File: config.mk
export PLATFORM = sky130hd
export DESIGN_NAME = bsq_ctrl
export DESIGN_NICKNAME = d
export VERILOG_FILES = /design/src/sv/bsq_pkg.sv /design/src/sv/bsq_ctrl.sv
export SDC_FILE = /design/constraint.sdc
export NUM_CORES = 1
export LEC_CHECK = 0
export BUFFER_PORTS_ARGS = -buffer_cell sky130_fd_sc_hd__buf_2
export CORE_AREA = 5 5 42 44
export CTS_BUF_LIST = sky130_fd_sc_hd__clkbuf_4
export CTS_CLUSTER_SIZE = 25
export DETAILED_ROUTE_END_ITERATION = 10
export DIE_AREA = 0 0 47 49
export HOLD_SLACK_MARGIN = 0.1
export PLACE_DENSITY = 0.3
export SYNTH_ARGS = -nofsm -noshare
export SYNTH_HDL_FRONTEND = slang
export SYNTH_SLANG_ARGS = --single-unit
File: constraint.sdc
create_clock -name clk -period 1.2 [get_ports clk]
set_input_delay 0.18 -clock clk [delete_from_list [all_inputs] [get_ports clk]]
set_output_delay 0.18 -clock clk [all_outputs]
set_load 0.02 [all_outputs]
File: src/sv/bsq_pkg.sv
package bsq_pkg;

  localparam int MAX_BUZZERS_DEF = 256;

  localparam logic [1:0] OP_GIVE  = 2'd0;
  localparam logic [1:0] OP_SEAT  = 2'd1;
  localparam logic [1:0] OP_KICK  = 2'd2;
  localparam logic [1:0] OP_FRONT = 2'd3;

  localparam logic [1:0] ST_OK         = 2'd0;
  localparam logic [1:0] ST_EMPTY      = 2'd1;
  localparam logic [1:0] ST_NOT_QUEUED = 2'd2;
  localparam logic [1:0] ST_ALL_IN_USE = 2'd3;

  typedef enum logic [1:0] {
    S_IDLE,
    S_READ,
    S_EXE1,
    S_EXE2
  } state_t;

  typedef struct packed {
    logic load;
    logic decide;
    logic exe1;
    logic exe2;
  } cmd_t;

endpackage

File: src/sv/bsq_ctrl.sv
module bsq_ctrl import bsq_pkg::*; (
  input  logic clk,
  input  logic rst,
  input  logic start,
  output logic busy,
  output cmd_t cmd
);

  state_t state, state_next;

  always_ff @(posedge clk) begin
    if (rst) begin
      state <= S_IDLE;
    end else begin
      state <= state_next;
    end
  end

  always_comb begin
    state_next = state;
    case (state)
      S_IDLE: begin
        if (start) state_next = S_READ;
      end
      S_READ: state_next = S_EXE1;
      S_EXE1: state_next = S_EXE2;
      S_EXE2: state_next = S_IDLE;
      default: state_next = S_IDLE;
    endcase
  end

  always_comb begin
    cmd  = '0;
    busy = 1'b1;
    case (state)
      S_IDLE: begin
        busy     = 1'b0;
        cmd.load = start;
      end
      S_READ: cmd.decide = 1'b1;
      S_EXE1: cmd.exe1   = 1'b1;
      S_EXE2: cmd.exe2   = 1'b1;
      default: busy = 1'b1;
    endcase
  end

endmodule

Yosys cells after proc, flatten, opt, wreduce, memory -nomap -nowiden:

Index checks and enable logic that the tools add are counted.

* output and inout bits: 5
* word-level logic and storage cells: 13
* flip-flop bits (word level): 2

* eq/ne operators: 4
* muxes and demuxes: 7
* reduce and logical (&&, ||, !) cells: 1

Operator list (number)
* $pmux W2 S4: 1
* $mux W1: 5
* $eq A2 B2 Y1 const B: 2
* $eq A2 B1 Y1 const B: 1
* $logic_not A2 Y1: 1
* $mux W2: 1
* $ne A2 B2 Y1 const B: 1

Longest topological paths before layout:

Gate-level depths: netlist of the first run.

* depth in word-level cells: 2
* gate-level depth with buffers: 5
* depth with buffers taken out: 5

Least setup slack after synthesis of the first run:

OpenSTA, ideal clock, no wires.

* path type: flip-flop to flip-flop
* start point: register state[0]
* end point: register state[1]
* library setup time: 0.114 ns
* setup slack: 0.111 ns
* path buffers: 0
* stages on the path, launching flop included: 6
* data arrival time: 0.975 ns
* data required time: 1.086 ns
* cell sequence: dfxtp_1 inv_1 ha_1 nand2b_1 mux2i_1 nor2_1

* cells in the longest elaborated chain, start to end: 2
* elaborated cells between the ends (all ways): 6
* those cells by class: eq/ne: 4; mux: 1; reduce/logical: 1

RTL lines
* from (decl): RTL line bsq_ctrl.sv:9 `state_t state, state_next;`
* from (signal assigned): RTL line bsq_ctrl.sv:15 `state <= state_next;`
* $eq A2 B2 Y1 (tied with other cells): RTL line bsq_ctrl.sv:21 `case (state)`
* $pmux W2 S4 / $ne A2 B2 Y1 (equally long branches)

Several ways; a longest one is shown, not always the timed one.
A chain may end at the register's enable or synchronous reset.

==> reports/summary.txt, run 1 <==
Root Buffer: clkbuf_4
Hold Path Stages: 2
post-DR vias/cell: 3.36
largest net degree at the start of global routing: 4
Clock Latency Late Sink: 0.22 ns
register area share after synthesis: 0.256
DRT antenna net count: 0
most frequent cells in the layout: buf_6 (5), nor2_1 (3), clkbuf_4 (3), buf_2 (3), buf_4 (3)
Biggest register: state
Die H: 49 um
TritonCTS Sinks: 2
CP Data Required Time: 1.02 ns
All-Layer GR Usage: 0.0478
fillers: 171
critical path arrival: 1.00 ns
WL per Instance: 8.64 um
count of boundary I/O pins: 8
Area contributors post-synth: ha_1 (40%), dfxtp_1 (26%), inv_1 (7.2%)
vias in the first global route: 195
Die Wd: 47 um
largest area contributor in the netlist: ha_1
CP Cell Sequence: inv_2, ha_4, and2_4, buf_6
CTS clk-pin slew, worst paths: 0.03 ns
CTS tree: built
critical path class: register to primary output
Final setup viols: 0
#FFs+latches synth: 2
R2R depth: 6
max-slew violations: 0
CP max stage cell: dfxtp_2
PortBufs: 7
final antenna diode count: 0
post-synthesis cell area: 156 um^2
post-layout min period: 1.18 ns
Initial DRC Count: 0
Layout area overhead: 114%
worst hold path class: primary input to register
FF+latch area: 42.5 um^2
initial antenna violation count: 0
Slew HR: 0.885
share of layout cells above drive strength 1: 0.774
Worst R2R Start: state[0]
max_cap viols: 0
post-synthesis cell type count: 8
FF-to-FF End: state[1]
Max clock buf depth: 2
via count: 158
GRT overflow: 0
Synth Warn #: 0
multi-input combinational cell area: 144 um^2
Rows: 14
max reg flops: 2
hpwl dp: 299 um
Final period util: 0.984
Hold Fails Final Rpt: 0
WL final: 406 um
Max stage delay on crit path: 0.32 ns
status: completed
Worst VDD drop: 0.833 mV
top cell type's share of synthesized area: 0.400
Max Clock Freq: 0.846 GHz
cell count after synthesis: 17
Initial Util: 0.112
unrepaired setup endpoints after global routing: true
DRC Markers: 0
nets@finish: 41
crit start category: register
CP max FO: 3
worst hold endpoint: state[0]
syn avg cell area: 9.20 um^2
Core Area: 0.00140 mm^2
WHS: 0.130 ns
pwr/cell area: 2730 mW/mm^2
gpl congestion: 0.672
Worst Skew: 0.00319 ns
Leak Pwr: 0.000163 uW
setup TNS: 0 ns
first-pass GRT wire length: 745 um
total iterations of the first detailed-routing run: 1
Worst setup startpoint: state[0]
CP endpoint kind: primary output
r2r setup slk: 0.12 ns
synthesized net count: 25
total CTS buffers: 3
die area: 0.00230 mm^2
Worst Max-Slew Pin Slew: 0.171 ns
htree depth: 1
commonest non-fill, non-tap cell in the layout: buf_6
cts hold-fix bufs: 0
largest registers: state (2)
hold_sp: rst
==> stage by stage <==
stage                     worst slack, ns  power (uW)  instance area (um^2)   util  instances
after floorplan                     0.111         392                   156      -         17
after global placement             0.0926         547                   234  0.167         43
after detailed placement           0.0689         552                   234  0.167         43
after CTS                        0.000316         842                   295  0.211         47
after global routing              -0.0355        1020                   334  0.238         47
final                              0.0187         911                   334  0.238         47
==> routing by layer <==
metal,up-vias,routed length (um),global-route usage
li1,81,-,-
met1,71,145,0.0460
met2,6,215,0.0701
met3,0,45,0.0258
met4,0,0,0.0415
met5,-,0,0
==> worst max-delay path by stage <==
stage / depth (start not counted) / slack, ns / to
after floorplan: 5 / 0.11 / state[1]
after detailed placement: 4 / 0.07 / cmd[3]
after CTS: 3 / 0.0003 / cmd[1]
final: 4 / 0.02 / cmd[3]
after global routing: 4 / -0.04 / cmd[3]
after global placement: 4 / 0.09 / cmd[3]
==> area by class of cell <==
class,instances,area share
inverter,3,0.0337
tap,16,0.0599
clock buffer,3,0.0674
multi-input combinational,12,0.431
timing repair buffer,11,0.281
sequential,2,0.127
==> where the power goes <==
| group | switching (uW) | leakage [uW] | internal [uW] |
|---|---|---|---|
| Sequential | 17.9 | 0.0000172 | 103 |
| Combinational | 313 | 0.000132 | 331 |
| Clock | 35.0 | 0.0000138 | 110 |
| Total | 366 | 0.000163 | 545 |
==> critical path, delay by kind of cell (launching register included) <==
family,cells,cell delay [ns]
adder cells (fa/ha/maj),1,0.16
buffers and inverters,2,0.17
flip-flops,1,0.32
AND/OR/NAND/NOR,1,0.13
==> cell usage after synthesis (all sizes together) <==
master  instances
ha              5
dfxtp           2
nand2b          1
nor2            3
a211oi          1
inv             3
and2            1
mux2i           1
==> cell families after synthesis <==
kind of cell    count (synthesis)  share of synthesized area
compound gates                  1                     0.0480
fa+ha+maj                       5                      0.400
buf+inv                         3                     0.0720
flops                           2                      0.256
mux                             1                     0.0640
simple gates                    5                      0.160
==> timing repair <==
action,4_1_cts,5_1_grt
buffers inserted,1,0
endpoints found under the setup margin,3,6
pin swaps,2,0
resized for setup,12,9
Note: power is estimated with default switching activity, not from simulation.
==> run 2: changes to the inputs <==
--- a/config.mk
+++ b/config.mk
@@ -13,6 +13,7 @@
 export DIE_AREA = 0 0 47 49
 export HOLD_SLACK_MARGIN = 0.1
 export PLACE_DENSITY = 0.3
+export SETUP_SLACK_MARGIN = 0.02
 export SYNTH_ARGS = -nofsm -noshare
 export SYNTH_HDL_FRONTEND = slang
 export SYNTH_SLANG_ARGS = --single-unit
==> reports/summary.txt, run 2 (same netlist as run 1, synthesis figures left out) <==
status: completed (unchanged)
htree depth: 1 (unchanged)
DRC Markers: 0 (unchanged)
most frequent cells in the layout: buf_6 (5), buf_4 (4), nor2_1 (3), clkbuf_4 (3), buf_2 (3) (was buf_6 (5), nor2_1 (3), clkbuf_4 (3), buf_2 (3), buf_4 (3))
max-slew violations: 0 (unchanged)
commonest non-fill, non-tap cell in the layout: buf_6 (unchanged)
Worst Skew: 0.00295 ns (was 0.00319 ns)
largest net degree at the start of global routing: 4 (unchanged)
total iterations of the first detailed-routing run: 1 (unchanged)
cts hold-fix bufs: 0 (unchanged)
CP endpoint kind: primary output (unchanged)
Initial DRC Count: 0 (unchanged)
WL final: 398 um (was 406 um)
Biggest register: state (unchanged)
die area: 0.00230 mm^2 (unchanged)
share of layout cells above drive strength 1: 0.781 (was 0.774)
gpl congestion: 0.672 (unchanged)
Hold Fails Final Rpt: 0 (unchanged)
GRT overflow: 0 (unchanged)
Comb pwr share: 0.714 (was 0.708)
CTS clk-pin slew, worst paths: 0.03 ns (about the same)
largest registers: state (2) (unchanged)
crit path buf inv count: 2 (unchanged)
max_cap viols: 0 (unchanged)
Final period util: 0.983 (was 0.984)
CP max stage cell: dfxtp_2 (unchanged)
vias in the first global route: 198 (was 195)
CTS tree: built (unchanged)
final antenna diode count: 0 (unchanged)
Worst VDD drop: 0.908 mV (was 0.833 mV)
DRT antenna net count: 0 (unchanged)
Max clock buf depth: 2 (unchanged)
Worst Max-Slew Pin Slew: 0.171 ns (about the same)
Root Buffer: clkbuf_4 (unchanged)
first-pass GRT wire length: 752 um (was 745 um)
Initial Util: 0.112 (unchanged)
CP Cell Sequence: inv_2, ha_4, and2_4, buf_6 (unchanged)
Placed Area: 234 um^2 (unchanged)
via count: 158 (unchanged)
worst hold path class: primary input to register (unchanged)
Slew HR: 0.885 (about the same)
placed cell count: 43 (unchanged)
initial antenna violation count: 0 (unchanged)
post-layout min period: 1.18 ns (about the same)
All-Layer GR Usage: 0.0478 (unchanged)
CP Data Required Time: 1.02 ns (about the same)
nets@finish: 42 (was 41)
Clock Latency Late Sink: 0.22 ns (about the same)
WL per Instance: 8.29 um (was 8.64 um)
max reg flops: 2 (unchanged)
Max Clock Freq: 0.848 GHz (was 0.846 GHz)
CP max FO: 3 (unchanged)
Leak Pwr: 0.000168 uW (was 0.000163 uW)
Layout area overhead: 118% (was 114%)
count of boundary I/O pins: 8 (unchanged)
Clk network pwr share: 0.156 (was 0.159)
Switching Share: 0.397 (was 0.402)
cell family with most CP delay: flip-flops (unchanged)
Max stage delay on crit path: 0.32 ns (about the same)
WHS: 0.131 ns (was 0.130 ns)
critical path arrival: 1.00 ns (about the same)
crit start category: register (unchanged)
Reg power frac: 0.130 (was 0.133)
post-DR vias/cell: 3.29 (was 3.36)
PortBufs: 7 (unchanged)
Rows: 14 (unchanged)
Final Cell Area: 342 um^2 (was 334 um^2)
Die Wd: 47 um (unchanged)
unrepaired setup endpoints after global routing: true (unchanged)
P_sw: 370 uW (was 366 uW)
hpwl dp: 299 um (unchanged)
Int Power: 561 uW (was 545 uW)
Final setup viols: 0 (unchanged)
critical path class: register to primary output (unchanged)
Die H: 49 um (unchanged)
pwr/cell area: 2730 mW/mm^2 (about the same)
Core Area: 0.00140 mm^2 (unchanged)
total CTS buffers: 3 (unchanged)
TritonCTS Sinks: 2 (unchanged)
Non-Filler Instances: 48 (was 47)
run 2: changes by cell type in the layout (fill, tap and decap cells not counted), sizes merged:
cell | before | now
buf | 11 | 12
run 2: area by class of cell:
type | instances | area, um^2
clock buffers | 3 | 22.5
fillers | 170 | 1060
inverters | 3 | 11.3
multi-input cells | 12 | 144
flip-flops and latches | 2 | 42.5
well taps | 16 | 20.0
repair buffers | 12 | 101
run 2: timing repair:
action	4_1_cts	5_1_grt
setup endpoints to repair	4	6
pin swaps	2	0
buffers inserted	2	0
resized for setup	20	1
run 2: path summary, 6_finish.rpt:
check / cells past startpoint / endpoint / slack [ns] / from
setup / recovery: 4 / cmd[3] / 0.02 / state[1]
setup reg to reg: 6 / state[1] / 0.13 / state[1]
hold / removal: 2 / state[0] / 0.13 / rst
hold reg to reg: 3 / state[1] / 0.60 / state[1]
run 2: layer usage:
layer,wire [um],track usage
met5,0,0
met2,204,0.0656
met3,45,0.0258
met1,148,0.0503
met4,0,0.0415
run 2: metrics by stage:
stage / power [uW] / setup WS (ns) / utilization / TNS, ns
after global routing: 1040 / -0.0309 / 0.244 / -0.0323
after floorplan: 392 / 0.111 / - / 0
after detailed placement: 552 / 0.0689 / 0.167 / 0
after global placement: 547 / 0.0926 / 0.167 / 0
after CTS: 925 / 0.0103 / 0.238 / 0
final: 932 / 0.0205 / 0.244 / 0
run 2: power by group through the flow:
stage | Sequential, uW | Clock, uW | Combinational [uW]
detailed placement | 110 | 0 | 442
global placement | 111 | 0 | 436
CTS | 121 | 156 | 649
finish | 121 | 145 | 665
floorplan | 122 | 0 | 270
global route | 125 | 165 | 748
